File: src/rtl/core/vpdt_pkg.sv
// Shared types, constants and codes of the vote packet dedup and tally block.
`timescale 1ns / 1ps
`default_nettype none
package vpdt_pkg;

	localparam int SEEN_DEPTH   = 1024;
	localparam int VOTER_DEPTH  = 1024;
	localparam int OPTION_COUNT = 5;
	localparam int SEEN_AW      = $clog2(SEEN_DEPTH);
	localparam int VOTER_AW     = $clog2(VOTER_DEPTH);
	localparam int FILL_W       = 11;
	localparam int OPT_W        = 3;
	localparam int ID_W         = 32;
	localparam int SEQ_W        = 8;
	localparam int PCT_W        = 7;
	localparam int DIVD_W       = 17;

	localparam logic [7:0] CODE_LOW  = 8'h81;
	localparam logic [7:0] HEAD_ZERO = 8'h02;
	localparam logic [7:0] HEAD_ONE  = 8'h13;
	localparam logic [6:0] PCT_FULL  = 7'd100;

	localparam logic [1:0] CMD_RECORD = 2'd0;
	localparam logic [1:0] CMD_REPORT = 2'd1;
	localparam logic [1:0] CMD_CLEAR  = 2'd2;
	localparam logic [1:0] CMD_UNUSED = 2'd3;

	localparam logic [2:0] ST_NEW    = 3'd0;
	localparam logic [2:0] ST_DUP    = 3'd1;
	localparam logic [2:0] ST_IGNORE = 3'd2;
	localparam logic [2:0] ST_FULL   = 3'd3;
	localparam logic [2:0] ST_REPORT = 3'd4;

	typedef enum logic [1:0] {
		KIND_RECORD,
		KIND_BAD,
		KIND_REPORT,
		KIND_CLEAR
	} kind_t;

	typedef struct packed {
		kind_t             kind;
		logic [ID_W-1:0]   id;
		logic [OPT_W-1:0]  opt;
		logic [SEQ_W-1:0]  seq;
	} req_t;

	typedef struct packed {
		logic pop;
		logic seen_re;
		logic voter_re;
		logic emit;
	} back_ctl_t;

	typedef enum logic [3:0] {
		BK_IDLE,
		BK_SEEN_RD,
		BK_SEEN_CMP,
		BK_VOT_RD,
		BK_VOT_CMP,
		BK_COMMIT,
		BK_DIV_LOAD,
		BK_DIV,
		BK_ROUND,
		BK_EMIT
	} back_state_t;

endpackage
`default_nettype wire

File: src/rtl/core/vpdt_queue.sv
// Two-entry queue of decoded requests between the front and back ends.
`timescale 1ns / 1ps
`default_nettype none
module vpdt_queue (
	input  wire logic           clk,
	input  wire logic           arst_n,
	input  wire logic           push,
	input  wire vpdt_pkg::req_t push_req,
	input  wire logic           pop,
	output vpdt_pkg::req_t      head,
	output logic                full,
	output logic                empty
);

	vpdt_pkg::req_t ent_q [2];
	logic           wr_q, rd_q;
	logic [1:0]     cnt_q;

	assign full  = cnt_q[1];
	assign empty = (cnt_q == 2'd0);
	assign head  = ent_q[rd_q];

	always_ff @(posedge clk) begin
		if (push) begin
			ent_q[wr_q] <= push_req;
		end
	end

	always_ff @(posedge clk or negedge arst_n) begin
		if (!arst_n) begin
			wr_q  <= 1'b0;
			rd_q  <= 1'b0;
			cnt_q <= 2'd0;
		end else begin
			if (push) begin
				wr_q <= !wr_q;
			end
			if (pop) begin
				rd_q <= !rd_q;
			end
			cnt_q <= cnt_q + 2'(push) - 2'(pop);
		end
	end

endmodule
`default_nettype wire

File: config.mk
export PLATFORM = sky130hd
export DESIGN_NAME = vpdt_queue
export DESIGN_NICKNAME = d
export VERILOG_FILES = /design/src/rtl/core/vpdt_pkg.sv /design/src/rtl/core/vpdt_queue.sv
export SDC_FILE = /design/constraint.sdc
export NUM_CORES = 1
export LEC_CHECK = 0
export BUFFER_PORTS_ARGS = -buffer_cell sky130_fd_sc_hd__buf_2
export CORE_MARGIN = 4
export CORE_UTILIZATION = 52
export DETAILED_ROUTE_END_ITERATION = 12
export PLACE_DENSITY = 0.9
export SLEW_MARGIN = 10
export SYNTH_ARGS = -nofsm -noshare
export SYNTH_HDL_FRONTEND = slang
export SYNTH_SLANG_ARGS = --single-unit
File: constraint.sdc
create_clock -name clk -period 4.1 [get_ports clk]
set_clock_uncertainty 0.1 [all_clocks]
set_input_delay 0.205 -clock clk [delete_from_list [all_inputs] [get_ports clk]]
set_output_delay 0.205 -clock clk [all_outputs]
set_load 0.01 [all_outputs]
* Word level (Yosys, flattened, before mapping) *
Memory sizes are Yosys's and may differ from the RTL's.
Cells that the tools add are included.

operators by class
  $add $sub $neg = 2
  multiplexer cells = 2
  reductions and logical operators = 3

operator list
  cell              number
  $add A2 B1 Y2     1
  $logic_not A1 Y1  2
  $logic_not A2 Y1  1
  $mux W1           2
  $sub A2 B1 Y2     1

word-level totals
  output and inout bits = 47
  bits in registers = 4
  word-level logic and storage cells = 11
  memory bits (writable) = 90
  memories = 1
  bits of input ports = 49

memories
  name   depth  bits a word  rd ports  clocked after Yosys merged registers in  wr ports  line              text
  ent_q  2      45           1         0                                        1         vpdt_queue.sv:15  vpdt_pkg::req_t ent_q [2];

* Logic depth before layout (Yosys ltp) *
  depth in word-level cells = 2
  gate-level depth with buffers = 5
  mapped depth without buffers = 5

* Worst setup path after synthesis *
OpenSTA, ideal clock, no wires.

  path type = register -> register
  start = register wr_q
  end = memory ent_q[0][0] (netlist name) (enable)
  period minus slack after synthesis = 2.966 ns
  data arrival time = 2.413 ns
  data required time = 3.547 ns
  buffers on the path = 0
  cell stages (with the launch flop) = 2
  library setup time = 0.453 ns
  path slack = 1.134 ns
  cells stage by stage = dfrtp_1 > nor2b_1

RTL lines
  element                 line              text
  from (decl)             vpdt_queue.sv:16  logic wr_q, rd_q;
  from (signal assigned)  vpdt_queue.sv:36  wr_q <= !wr_q;
  to (decl)               vpdt_queue.sv:15

No word-level cell before the write port.

==> qor.yml <==
status: "completed"
max_stage_delay_ns: 1.07
floorplan.die_area_um2: 8400
cts_buffers: 9
timing.final.hold_violations: 0
fillers: 410
worst-path-max-fanout: 36
crit_family: "flip-flops"
layout_setup_ws_ns: 1.47
die_x_um: 91.6
layout_worst_path_cycle_share: 0.642
place_area_um2: 4170
grt_usage: 0.170
holdCritPathClass: "in2async"
drt_iter0_markers: 85
io_pins: 96
drive_gt1_frac: 0.519
drt_pass1_iterations: 4
grt_start_max_net_pins: 46
tritoncts: "yes"
routed_wl_um: 6870
fin_tns_setup_ns: 0
fmax_mhz: 380
cts_setup_buffers: 0
leakage_uw: 0.00197
ys_seq_elements: 94
die_h_um: 91.6
relSlewSlack: 0.286
synth_cells: 154
grt_overflow: 0
cts_resized: 0
cts_root_buf: "clkbuf_8"
cp_slowest_cell: "dfrtp_2"
grt_pass1_wl_um: 10800
grt_pass1_vias: 2088
syn_nets: 205
critPathKind: "reg2out"
min_period_ns: 2.63
ant_nets: 0
worstPathArrival_ns: 2.33
rsz0062_at_grt: "false"
port_buffers: 95
antenna_cells: 0
max_cap_violations: 0
insertion_delay_ns: 0.35
power_density_nw_per_um2: 602
path_buf_inv: 2
antenna_found_initial: 0
core_um2: 6790
syn-cell-area_um2: 3640
reg2reg_from: "wr_q"
tightest_slew_ns: 1.07
ctsHoldBuffers: 48
cts-htree-levels: 3
syn_area_per_cell_um2: 23.6
vias_per_cell: 4.73
crit_path_start: "rd_q"
clockBufferDepth: 2
clock_sinks: 94
gp_congestion: 0.676
path_cells: "buf_4, mux2_4, buf_2"
wl_per_cell_um: 16.9
vias: 1922
synth.distinct_cells: 13
crit_required_ns: 3.80
fp-row-count: 30
area_growth_syn_to_layout_pct: 32.7
hpwlAfterDp_um: 4010
start_util: 0.535
fin_area_um2: 4830
setup_violations: 0
route.detailed.drc: 0
path_clk_slew_ns: 0.09
finalPower_uw: 2910
start_kind: "flop"
endpoint_kind: "output port"
yosysWarnings: 0
ir_drop_mv: 0.432
nets: 356
slew_violations: 0
ys_seq_area_frac: 0.771
place_ws_ns: 1.84
## per-layer routing
layer  GRT usage  part of all wire  up-vias
li1            -                 -      907
met1       0.205              0.40      935
met2       0.293              0.53       70
met3      0.0353             0.049       10
met4      0.0804             0.020        0
met5           0                 0        -
## Yosys cell counts
cell type,n,share of area
ha_1,2,0.0069
dfrtp_1,4,0.028
buf_12,4,0.022
mux2_2,6,0.019
buf_6,1,0.0031
mux2_4,39,0.16
and2_1,1,0.0017
xor3_1,1,0.0065
xor2_1,2,0.0048
edfxtp_1,90,0.74
nor2b_1,1,0.0017
inv_1,2,0.0021
nor2_1,1,0.0010
## stage by stage
stage	cells	hold slack (ns)	util
finish	406	0.0847	0.711
global route	406	0.0864	0.711
floorplan	154	-0.191	-
CTS	406	0.0584	0.711
global placement	342	-0.0865	0.613
detailed placement	342	-0.0841	0.613
## worst paths after layout
kind	to	slack, ns	depth (start not counted)
worst min-delay path	cnt_q[0]	0.08	2
min in group clk	wr_q	0.45	1
worst max-delay path	head[43]	1.47	3
max in group asynchronous	rd_q	3.68	2
worst max register to register	ent_q[0][34]	2.23	2
worst min register to register	wr_q	0.45	1
## registers in the layout, indices dropped and copies added, names as in the netlist
name   flops
ent_q     90
rd_q       1
wr_q       1
cnt_q      2
## report_power, final
group,internal [uW],switching (uW)
registers,1280,148
logic,527,396
clock network,229,330
total,2030,873
## kinds of logic (layout without fill, tap and decap cells)
kind of cell | count (synthesis) | count (layout) | synth area share
buffers and inverters | 7 | 163 | 0.0272
xor gates and xnor gates | 3 | 3 | 0.0114
and+or+nand+nor | 3 | 3 | 0.00447
adders and majority gates | 2 | 2 | 0.00688
muxes | 45 | 45 | 0.180
DFF | 94 | 94 | 0.771
## cells in the final DEF, fill, tap and decap left out
master	Yosys	routed
and2_2	0	1
buf_2	0	95
buf_4	0	2
clkbuf_8	0	9
clkinv_2	0	1
clkinv_4	0	1
clkinvlp_4	0	2
dfrtp_1	4	3
dfrtp_2	0	1
dlygate4sd3_1	0	48
edfxtp_1	90	90
ha_1	2	2
inv_1	2	2
inv_6	0	2
inv_8	0	1
mux2_2	6	6
mux2_4	39	39
nor2_1	1	1
nor2b_4	0	1
xor2_1	2	2
xor3_1	1	1
## layout make-up
| type | instances | area [um2] | area share |
|---|---|---|---|
| Multi-Input combinational cell | 53 | 744 | 0.154 |
| Sequential cell | 94 | 2800 | 0.581 |
| Tap cell | 96 | 120 | 0.0249 |
| Inverter | 2 | 7.51 | 0.00155 |
| Clock inverter | 7 | 57.6 | 0.0119 |
| Timing Repair Buffer | 145 | 971 | 0.201 |
| Clock buffer | 9 | 124 | 0.0257 |
## worst register-to-register path: cells and delay by family (launching register included)
family / cells / cell delay, ns
buffers and inverters: 1 / 0.44
and+or+nand+nor: 1 / 0.57
DFF: 1 / 0.43
Note: power is estimated with default switching activity, not from simulation.
