## src/rtl/core/vpdt_pkg.sv

```systemverilog
// Shared types, constants and codes of the vote packet dedup and tally block.
`timescale 1ns / 1ps
`default_nettype none
package vpdt_pkg;

	localparam int SEEN_DEPTH   = 1024;
	localparam int VOTER_DEPTH  = 1024;
	localparam int OPTION_COUNT = 5;
	localparam int SEEN_AW      = $clog2(SEEN_DEPTH);
	localparam int VOTER_AW     = $clog2(VOTER_DEPTH);
	localparam int FILL_W       = 11;
	localparam int OPT_W        = 3;
	localparam int ID_W         = 32;
	localparam int SEQ_W        = 8;
	localparam int PCT_W        = 7;
	localparam int DIVD_W       = 17;

	localparam logic [7:0] CODE_LOW  = 8'h81;
	localparam logic [7:0] HEAD_ZERO = 8'h02;
	localparam logic [7:0] HEAD_ONE  = 8'h13;
	localparam logic [6:0] PCT_FULL  = 7'd100;

	localparam logic [1:0] CMD_RECORD = 2'd0;
	localparam logic [1:0] CMD_REPORT = 2'd1;
	localparam logic [1:0] CMD_CLEAR  = 2'd2;
	localparam logic [1:0] CMD_UNUSED = 2'd3;

	localparam logic [2:0] ST_NEW    = 3'd0;
	localparam logic [2:0] ST_DUP    = 3'd1;
	localparam logic [2:0] ST_IGNORE = 3'd2;
	localparam logic [2:0] ST_FULL   = 3'd3;
	localparam logic [2:0] ST_REPORT = 3'd4;

	typedef enum logic [1:0] {
		KIND_RECORD,
		KIND_BAD,
		KIND_REPORT,
		KIND_CLEAR
	} kind_t;

	typedef struct packed {
		kind_t             kind;
		logic [ID_W-1:0]   id;
		logic [OPT_W-1:0]  opt;
		logic [SEQ_W-1:0]  seq;
	} req_t;

	typedef struct packed {
		logic pop;
		logic seen_re;
		logic voter_re;
		logic emit;
	} back_ctl_t;

	typedef enum logic [3:0] {
		BK_IDLE,
		BK_SEEN_RD,
		BK_SEEN_CMP,
		BK_VOT_RD,
		BK_VOT_CMP,
		BK_COMMIT,
		BK_DIV_LOAD,
		BK_DIV,
		BK_ROUND,
		BK_EMIT
	} back_state_t;

endpackage
`default_nettype wire

```

## src/rtl/core/vpdt_front.sv

```systemverilog
// Front end: accepts input requests, checks records and decodes remote ID and option.
`timescale 1ns / 1ps
`default_nettype none
module vpdt_front (
	input  wire logic           s_tvalid,
	output logic                s_tready,
	input  wire logic [55:0]    s_tdata,
	input  wire logic [1:0]     s_tuser,
	input  wire logic           q_full,
	output logic                push,
	output vpdt_pkg::req_t      req
);

	logic [7:0] head_first, head_second, answer_code, id_high, id_mid, id_low, seq_b;
	logic       rec_ok;

	assign head_first  = s_tdata[7:0];
	assign head_second = s_tdata[15:8];
	assign answer_code = s_tdata[23:16];
	assign id_high     = s_tdata[31:24];
	assign id_mid      = s_tdata[39:32];
	assign id_low      = s_tdata[47:40];
	assign seq_b       = s_tdata[55:48];

	assign rec_ok = (answer_code >= vpdt_pkg::CODE_LOW) &&
		(answer_code < vpdt_pkg::CODE_LOW + 8'(vpdt_pkg::OPTION_COUNT)) &&
		(head_first == vpdt_pkg::HEAD_ZERO) && (head_second == vpdt_pkg::HEAD_ONE);

	assign s_tready = !q_full;

	always_comb begin
		req.id   = '0;
		req.opt  = '0;
		req.seq  = seq_b;
		req.kind = vpdt_pkg::KIND_BAD;
		push     = s_tvalid && s_tready;
		case (s_tuser)
			vpdt_pkg::CMD_RECORD: begin
				if (rec_ok) begin
					req.kind = vpdt_pkg::KIND_RECORD;
					req.id   = {id_high, id_mid, id_low, id_high ^ id_mid ^ id_low};
					req.opt  = vpdt_pkg::OPT_W'(answer_code - vpdt_pkg::CODE_LOW);
				end
			end
			vpdt_pkg::CMD_REPORT: req.kind = vpdt_pkg::KIND_REPORT;
			vpdt_pkg::CMD_CLEAR:  req.kind = vpdt_pkg::KIND_CLEAR;
			default:              push = 1'b0;
		endcase
	end

endmodule
`default_nettype wire

```

## config.mk

```make
export PLATFORM = sky130hd
export DESIGN_NAME = vpdt_front
export DESIGN_NICKNAME = d
export VERILOG_FILES = /design/src/rtl/core/vpdt_pkg.sv /design/src/rtl/core/vpdt_front.sv
export SDC_FILE = /design/constraint.sdc
export NUM_CORES = 1
export LEC_CHECK = 0
export BUFFER_PORTS_ARGS = -buffer_cell sky130_fd_sc_hd__buf_2
export CAP_MARGIN = 30
export CORE_MARGIN = 8
export CORE_UTILIZATION = 32
export DETAILED_ROUTE_END_ITERATION = 12
export PLACE_DENSITY_LB_ADDON = 0.25
export SYNTH_ARGS = -nofsm -noshare
export SYNTH_HDL_FRONTEND = slang
export SYNTH_SLANG_ARGS = --single-unit
```

## constraint.sdc

```tcl
create_clock -name vclk -period 4.11
set_clock_uncertainty 0.05 [all_clocks]
set_input_delay 1.0275 -clock vclk [all_inputs]
set_output_delay 1.0275 -clock vclk [all_outputs]
set_load 0.02 [all_outputs]
```

[Word level (Yosys, flattened, before mapping)]
Index checks and enable logic that the tools add are counted.
Word-level totals
  bits in registers: 0
  bits of input ports: 60
  output and inout bits: 47
  logic and storage cells: 20
Operators by class
  add/subtract/negate cells: 1
  magnitude comparators: 2
  equal/unequal tests: 4
  multiplexer cells: 4
  bitwise gates (word level): 2
  reduce and logical (&&, ||, !) cells: 7
Operators with widths (count)
  2-to-1 mux 36 bit: 1
  2-to-1 mux 35 bit: 1
  XOR 8 bit: 2
  == test 8 x 2 -> 1 bit, second input constant: 1
  == test 8 x 5 -> 1 bit, second input constant: 1
  greater-or-equal comparator 8 bit, second input constant: 1
  less-than comparator 8 bit, second input constant: 1
  case mux 2 bit (3 select lines): 1
  logical AND 1 bit: 4
  OR reduction 3 bit: 1
  subtractor 3 x 1 -> 3 bit, second input constant: 1
  == test 2 x 1 -> 1 bit, second input constant: 1
  == test 2 bit, second input constant: 1
  zero test 2 bit: 1
  zero test 1 bit: 1
  2-to-1 mux 1 bit: 1

[Longest topological paths before layout]
Gate-level depths: netlist of run 1.
  depth after elaboration: 6
  mapped depth: 6

[Least setup slack after synthesis of run 1]
No wires, ideal clock.
  path kind: in2out
  start point: input port s_tdata[20]
  end point: output port req[12] (netlist name)
  arrival: 2386 ps
  data required time: 3033 ps
  slack: 647 ps
  stages: 5
  cells stage by stage: nor4b_2 > nand4_1 > or4b_4 > buf_6 > nor2_2
RTL lines
  start, declared: line vpdt_front.sv:7  | input wire logic [55:0] s_tdata,
  end, declared: line vpdt_front.sv:11  | output vpdt_pkg::req_t req

==> flow_metrics.tcl, run 1 <==
set metrics [dict create \
    crit_start "s_tdata[22]" \
    syn_area_sq_um 644 \
    grt_pass1_vias 925 \
    dieHeight_um 60.9 \
    area_delta_synth_final_pct 64.5 \
    antenna_found_initial 0 \
    final-setup-viol-count 0 \
    pre_cts_slack_ns 0.357 \
    seq_area_sq_um 0 \
    layout-drive-gt1-share_pct 63.1 \
    period_share_pct 90.9 \
    synth_common_cells "and2_1 (24), nor2_2 (9), xnor2_1 (9), buf_4 (8), xor2_1 (8)" \
    overflow 0 \
    grtUsageTotal_pct 12.3 \
    start_util_pct 33.5 \
    worst_slack_ns 0.374 \
    leakagePower_uw 0.000644 \
    synth_top_area_cell "and2_1" \
    fin_nets 234 \
    min_period_ns 3.74 \
    cp.arrival_ns 2.66 \
    whs_ns 2.01 \
    multi_input_area_sq_um 544 \
    die_w_um 60.9 \
    drtIter0Drc 31 \
    globalplace.congestion 0.738 \
    path_buf_inv 2 \
    hold_buffers 0 \
    synth.distinct_cells 22 \
    critPathLaunchType "primary input" \
    finalMaxSlewViolations 0 \
    die-area_sq_um 3710 \
    synth_top_area_share_pct 23.3 \
    slowest_delay_ns 0.71 \
    crit_slowest_cell "or4b_4" \
    postRouteAntennaNets 0 \
    drt_pre_antenna_iters 2 \
    postSynthCellCount 87 \
    p_sw_share_pct 46.4 \
    end_kind "output port" \
    worst_pin_slew_ns 0.395 \
    power.internal_uw 35.5 \
    yosysWarnings 0 \
    rsz0062_at_grt "no" \
    fin_setup_tns_ns 0 \
    hp-start "s_tdata[54]" \
    post_drt_wl_per_cell_um 13.0 \
    postLayoutCellArea_sq_um 1060 \
    rows 16 \
    port_buffers 91 \
    hold_violations 0 \
    power.share.clock_pct 0 \
    cts_resized 0 \
    seq_cells 0 \
    p_switching_uw 30.7 \
    yosys-top-cells-area "and2_1 (23%), xnor2_1 (12%), xor2_1 (11%)" \
    syn-num-nets 151 \
    ios 107 \
    powerDensity_nw_per_um2 62.5 \
    cpMostUsedCell "buf_2" \
    drv_cap 0 \
    core-area_sq_um 1920 \
    avgSynthCellArea_sq_um 7.41 \
    place_hpwl_um 2380 \
    worstSetupPathType "in2out" \
    placed_area_sq_um 1060 \
    clkbuf_count 0 \
    comb_power_share_pct 100.0 \
    crit_chain "buf_2 -> nor4_1 -> nand4_1 -> or4b_4 -> nor2_2 -> buf_2" \
    ys_seq_area_share_pct 0 \
    num_vias 874 \
    ir_worst_vdd_uv 32.7 \
    crit_family "simple AND/OR/NAND/NOR gates" \
    grt_pass1_wl_um 3800 \
    grt_max_degree 25 \
    maxSlewHeadroom_pct 73.6 \
    postCtsSetupBuffers 0 \
    status "finished, final reports clean" \
    routed_wirelength_um 2540 \
    route.detailed.drc 0 \
    seq_power_share_pct 0 \
    viasPerCell 4.48 \
    fmax_mhz 268 \
    cp.required_ns 3.03 \
    crit_path_max_fanout 11 \
    hp-class "in2out" \
    num-fill-cells 200 \
    post-synth-top-count-cell "and2_1" \
    diodes 0 \
]
[layer usage]
layer	track usage (%)	up-vias	wire length (um)
met5	0	-	0
met4	0.332	0	2
met3	6.78	2	508
met2	23.5	74	1160
met1	11.9	365	876
li1	-	433	-
[final cells by class]
class | instances | area share, %
well taps | 27 | 3.19
repair buffers | 92 | 43.7
inverters | 5 | 1.77
multi-input cells | 71 | 51.4
[cell families after synthesis]
logic type	count (synthesis)	share of synthesized area (%)
compound gates	3	3.30
xor+xnor	17	23.1
fa+ha+maj	4	7.77
buf+inv	16	15.5
simple gates	47	50.3
[worst paths after layout]
path / to / slack, ns / cells after the start
setup / recovery: req[13] / 0.37 / 6
hold / removal: req[6] / 2.01 / 0
[placed cells by master (no fill, tap or decap), drive strengths merged]
cell type	netlist	routed
xor2	8	8
nor2	12	12
nor4	1	1
nand4	2	2
ha	4	4
a211oi	1	1
o311ai	1	1
and2	24	24
and4bb	1	1
or4b	1	1
nor4b	2	2
buf	9	92
a21oi	1	1
inv	5	5
nor3	1	1
nand2	1	1
xnor2	9	9
nor3b	2	2
[through the flow]
stage	util (%)	total power [uW]	instances
4_1_cts	55.1	67.4	195
3_3_place_gp	55.1	64.9	195
3_5_place_dp	55.1	67.0	195
6_report	55.1	66.2	195
2_1_floorplan	-	43.8	87
5_1_grt	55.1	73.9	195
[power by group through the flow]
stage	clock, uW	sequential, uW	combinational, uW
6_report	0	0	66.2
5_1_grt	0	0	73.9
4_1_cts	0	0	67.4
3_5_place_dp	0	0	67.0
3_3_place_gp	0	0	64.9
2_1_floorplan	0	0	43.8
(Power assumes the default switching activity.)
==> run 2: changes to the inputs <==
--- a/config.mk
+++ b/config.mk
@@ -11,6 +11,7 @@
 export CORE_UTILIZATION = 32
 export DETAILED_ROUTE_END_ITERATION = 12
 export PLACE_DENSITY_LB_ADDON = 0.25
+export REMOVE_ABC_BUFFERS = 1
 export SYNTH_ARGS = -nofsm -noshare
 export SYNTH_HDL_FRONTEND = slang
 export SYNTH_SLANG_ARGS = --single-unit
==> run 2 against run 1 <==
Net effect:
- cell count grew 0.51%
- core utilization grew 0.39 points
- clock-buffer cell count is the same
- flip-flop and latch count is the same
- fmax grew 1.4%
- highest routed layer is now met3
==> flow_metrics.tcl, run 2 (synthesis gave the netlist of run 1 again) <==
set metrics [dict create \
    status "finished, final reports clean" \
    layout-drive-gt1-share_pct 63.3 \
    drv_cap 0 \
    hp-class "in2out" \
    antenna_found_initial 0 \
    hold_depth 0 \
    post-place-cells 196 \
    post_drt_wl_per_cell_um 12.8 \
    seq_area_sq_um 0 \
    cp.arrival_ns 2.61 \
    final-setup-viol-count 0 \
    hold_buffers 0 \
    grtUsageTotal_pct 12.1 \
    layout_common_cells "buf_2 (91), and2_1 (24), xnor2_1 (9), nor2_2 (9), xor2_1 (8)" \
    worstSetupPathType "in2out" \
    grt_pass1_wl_um 3720 \
    powerDensity_nw_per_um2 62.4 \
    grt_pass1_vias 918 \
    slowest_delay_ns 0.70 \
    viasPerCell 4.38 \
    leakagePower_uw 0.000649 \
    ios 107 \
    cpMostUsedCell "buf_2" \
    fmax_mhz 272 \
    maxSlewHeadroom_pct 72.0 \
    ir_worst_vdd_uv 40.0 \
    port_buffers 91 \
    end_kind "output port" \
    rows 16 \
    min_period_ns 3.68 \
    overflow 0 \
    crit_chain "buf_2 -> nor4b_2 -> nand4_1 -> or4b_4 -> nor2_2 -> buf_2" \
    fin_util_pct 55.5 \
    die-area_sq_um 3710 \
    seq_cells 0 \
    die_w_um 60.9 \
    fin_nets 235 \
    grt_max_degree 19 \
    final_common_cell "buf_2" \
    area_delta_synth_final_pct 65.6 \
    postRouteAntennaNets 0 \
    clkbuf_count 0 \
    route.detailed.drc 0 \
    period_share_pct 89.6 \
    num_vias 858 \
    placed_area_sq_um 1070 \
    drtIter0Drc 12 \
    cp.required_ns 3.03 \
    postCtsSetupBuffers 0 \
    crit_slowest_cell "or4b_4" \
    worst_pin_slew_ns 0.419 \
    routed_wirelength_um 2510 \
    rsz0062_at_grt "no" \
    fin_setup_tns_ns 0 \
    start_util_pct 33.5 \
    crit_path_max_fanout 11 \
    finalMaxSlewViolations 0 \
    layout.cells.non_filler 196 \
    cts_resized 0 \
    globalplace.congestion 0.752 \
    diodes 0 \
    drt_pre_antenna_iters 2 \
    dieHeight_um 60.9 \
    hold_violations 0 \
    postLayoutCellArea_sq_um 1070 \
    core-area_sq_um 1920 \
    place_hpwl_um 2340 \
    critPathLaunchType "primary input" \
]
[run 2: routing by layer]
metal | vias to the layer above | part of all wire (%) | track usage (%) | wire length (um)
met5 | - | 0 | 0 | 0
met4 | 0 | 0 | 0.664 | 0
met3 | 0 | 16 | 5.51 | 413
met2 | 67 | 49 | 22.8 | 1220
met1 | 355 | 35 | 12.4 | 877
li1 | 436 | - | - | -
[run 2: power breakdown]
group	leakage [uW]	internal, uW	total (uW)	switching, uW
clock network	0	0	0	0
logic	0.000649	35.5	66.5	31.0
registers	0	0	0	0
[run 2: layout make-up]
class / count / area [sq um]
repair buffers: 93 / 470
fillers: 199 / 855
multi-input cells: 71 / 544
well taps: 27 / 33.8
inverters: 5 / 18.8
[run 2: worst max-delay path, delay by kind of cell]
kind	cells	cell delay, ns
buf+inv	2	0.27
simple gates	4	1.31
[run 2: path summary, 6_finish.rpt]
kind | from | to
max | s_tdata[20] | req[15]
min | s_tdata[48] | req[0]
[run 2: per-stage QoR]
step           hold WS, ns  power (uW)  setup slack (ns)
2_1_floorplan         2.01        32.4             0.436
3_3_place_gp          2.01        64.5             0.437
3_5_place_dp          2.01        66.9             0.414
4_1_cts               2.01        67.3             0.417
5_1_grt               2.01        73.5             0.339
6_report              2.01        66.5             0.427
==> run 3: changes to the inputs <==
--- a/config.mk
+++ b/config.mk
@@ -5,10 +5,11 @@
 export SDC_FILE = /design/constraint.sdc
 export NUM_CORES = 1
 export LEC_CHECK = 0
+export ABC_AREA = 1
 export BUFFER_PORTS_ARGS = -buffer_cell sky130_fd_sc_hd__buf_2
 export CAP_MARGIN = 30
 export CORE_MARGIN = 8
-export CORE_UTILIZATION = 32
+export CORE_UTILIZATION = 41
 export DETAILED_ROUTE_END_ITERATION = 12
 export PLACE_DENSITY_LB_ADDON = 0.25
 export REMOVE_ABC_BUFFERS = 1
==> run 3 against run 2 <==
Net effect:
- synthesized cell count grew 92%
- largest power group unchanged
- global-route usage shrank 0.51 points
- first-iteration DRC count grew 67%
- critical path type unchanged
==> flow_metrics.tcl, run 3 <==
set metrics [dict create \
    route.detailed.drc 0 \
    die_w_um 67.4 \
    power.internal_uw 39.6 \
    routed_wirelength_um 2840 \
    viasPerCell 4.09 \
    num_vias 1141 \
    fin_nets 315 \
    core-area_sq_um 2500 \
    seq_cells 0 \
    grt_pass1_wl_um 4400 \
    hp-class "in2out" \
    postCtsSetupBuffers 0 \
    synth_common_cells "inv_1 (48), nor2_4 (30), nand2_1 (26), nor2_1 (18), xnor2_1 (9)" \
    synth_top_area_share_pct 31.1 \
    rows 18 \
    port_buffers 91 \
    rsz0062_at_grt "no" \
    ios 107 \
    period_share_pct 88.5 \
    area_delta_synth_final_pct 36.9 \
    synth.distinct_cells 16 \
    layout_common_cells "buf_2 (91), inv_1 (48), nor2_4 (30)" \
    grtUsageTotal_pct 11.6 \
    grt_max_degree 16 \
    cp.arrival_ns 2.56 \
    yosysWarnings 0 \
    drt_pre_antenna_iters 4 \
    postSynthCellCount 167 \
    critPathLaunchType "primary input" \
    hp-start "s_tdata[48]" \
    fin_setup_tns_ns 0 \
    yosys-top-cells-area "nor2_4 (31%), inv_1 (17%), nand2_1 (9.0%)" \
    num-fill-cells 257 \
    hold_buffers 0 \
    layout-drive-gt1-share_pct 53.4 \
    syn_area_sq_um 1080 \
    maxSlewHeadroom_pct 79.2 \
    seq_area_sq_um 0 \
    finalMaxSlewViolations 0 \
    post-place-cells 279 \
    min_period_ns 3.64 \
    leakagePower_uw 0.000940 \
    post-synth-top-count-cell "inv_1" \
    drtIter0Drc 20 \
    status "finished, final reports clean" \
    p_sw_share_pct 56.3 \
    globalplace.congestion 0.754 \
    post_drt_wl_per_cell_um 10.2 \
    postRouteAntennaNets 0 \
    diodes 0 \
    end_kind "output port" \
    seq_power_share_pct 0 \
    hold-path-endpoint "req[0]" \
    powerDensity_nw_per_um2 61.0 \
    overflow 0 \
    multi_input_area_sq_um 773 \
    ir_worst_vdd_uv 38.8 \
    whs_ns 2.01 \
    dieHeight_um 67.4 \
    crit_path_max_fanout 13 \
    hold_depth 0 \
    final-setup-viol-count 0 \
    clkbuf_count 0 \
    antenna_found_initial 0 \
    hold_violations 0 \
    avgSynthCellArea_sq_um 6.50 \
    synth_top_area_cell "nor2_4" \
    worstSetupPathType "in2out" \
    grt_pass1_vias 1167 \
    die-area_sq_um 4550 \
    layout.cells.non_filler 279 \
    cp.required_ns 3.03 \
    comb_power_share_pct 100.0 \
    start_util_pct 43.4 \
    ys_seq_area_share_pct 0 \
    place_hpwl_um 2670 \
    worst_pin_slew_ns 0.313 \
    cts_resized 0 \
    power.share.clock_pct 0 \
    drv_cap 0 \
    p_switching_uw 51.0 \
    final_common_cell "buf_2" \
    fmax_mhz 275 \
]
## run 3: cell count changes after synthesis, moves of 3 or more
cell | previous run | this run
inv_2 | 0 | 3
nor2_1 | 2 | 18
buf_12 | 0 | 3
nor2_2 | 9 | 4
inv_1 | 5 | 48
nor2_4 | 1 | 30
and2_1 | 24 | 0
nand2_1 | 1 | 26
## run 3: kinds of logic (layout without fill, tap and decap cells)
logic type	count (synthesis)	count (layout)	synth area share (%)
simple gates	83	83	52.5
buf+inv	62	144	28.7
compound gates	1	1	0.461
xor+xnor	17	17	13.7
fa+ha+maj	4	4	4.61
## run 3: critical path, cell delays in order
cell	delay [ns]
buf_2	0.10
inv_1	0.04
ha_1	0.20
inv_1	0.06
nor2_1	0.03
nand2_1	0.08
inv_2	0.04
nor2_2	0.14
nand3_4	0.26
buf_4	0.32
nor2_4	0.09
buf_2	0.16
## run 3: power groups by stage
stage / registers, uW / clock network (uW) / logic [uW]
after global placement: 0 / 0 / 91.2
after CTS: 0 / 0 / 92.0
after global routing: 0 / 0 / 102
after floorplan: 0 / 0 / 54.3
after detailed placement: 0 / 0 / 91.7
final: 0 / 0 / 90.6
## run 3: worst max path at each step
| stage | start | end | slack (ns) | cells after the start |
|---|---|---|---|---|
| finish | s_tdata[16] | req[28] | 0.47 | 12 |
| detailed placement | s_tdata[16] | req[28] | 0.45 | 12 |
| CTS | s_tdata[16] | req[28] | 0.44 | 12 |
| global placement | s_tdata[17] | req[24] | 0.48 | 12 |
| floorplan | s_tdata[16] | req[10] | 0.25 | 9 |
| global route | s_tdata[16] | req[12] | 0.33 | 12 |
## run 3: metrics by stage
step / total power (uW) / cell area (sq um) / setup WS (ns) / util, %
after floorplan: 54.3 / 965 / 0.254 / -
after global placement: 91.2 / 1490 / 0.475 / 59.4
after detailed placement: 91.7 / 1490 / 0.447 / 59.4
after CTS: 92.0 / 1490 / 0.440 / 59.4
after global routing: 102 / 1490 / 0.329 / 59.4
final: 90.6 / 1490 / 0.472 / 59.4
## run 3: layout make-up
| cell class | count | share of cell area, % |
|---|---|---|
| Timing Repair Buffer | 93 | 32.5 |
| Tap cell | 30 | 2.53 |
| Multi-Input combinational cell | 105 | 52.1 |
| Inverter | 51 | 12.9 |
## run 3: per-layer routing
layer,vias to the layer above,wire (um),share of wire [%],GRT usage [%]
met4,0,0,0,0
met2,61,1480,52,23.7
met1,470,933,33,10.1
met5,-,0,0,0
met3,0,425,15,6.46
li1,610,-,-,-
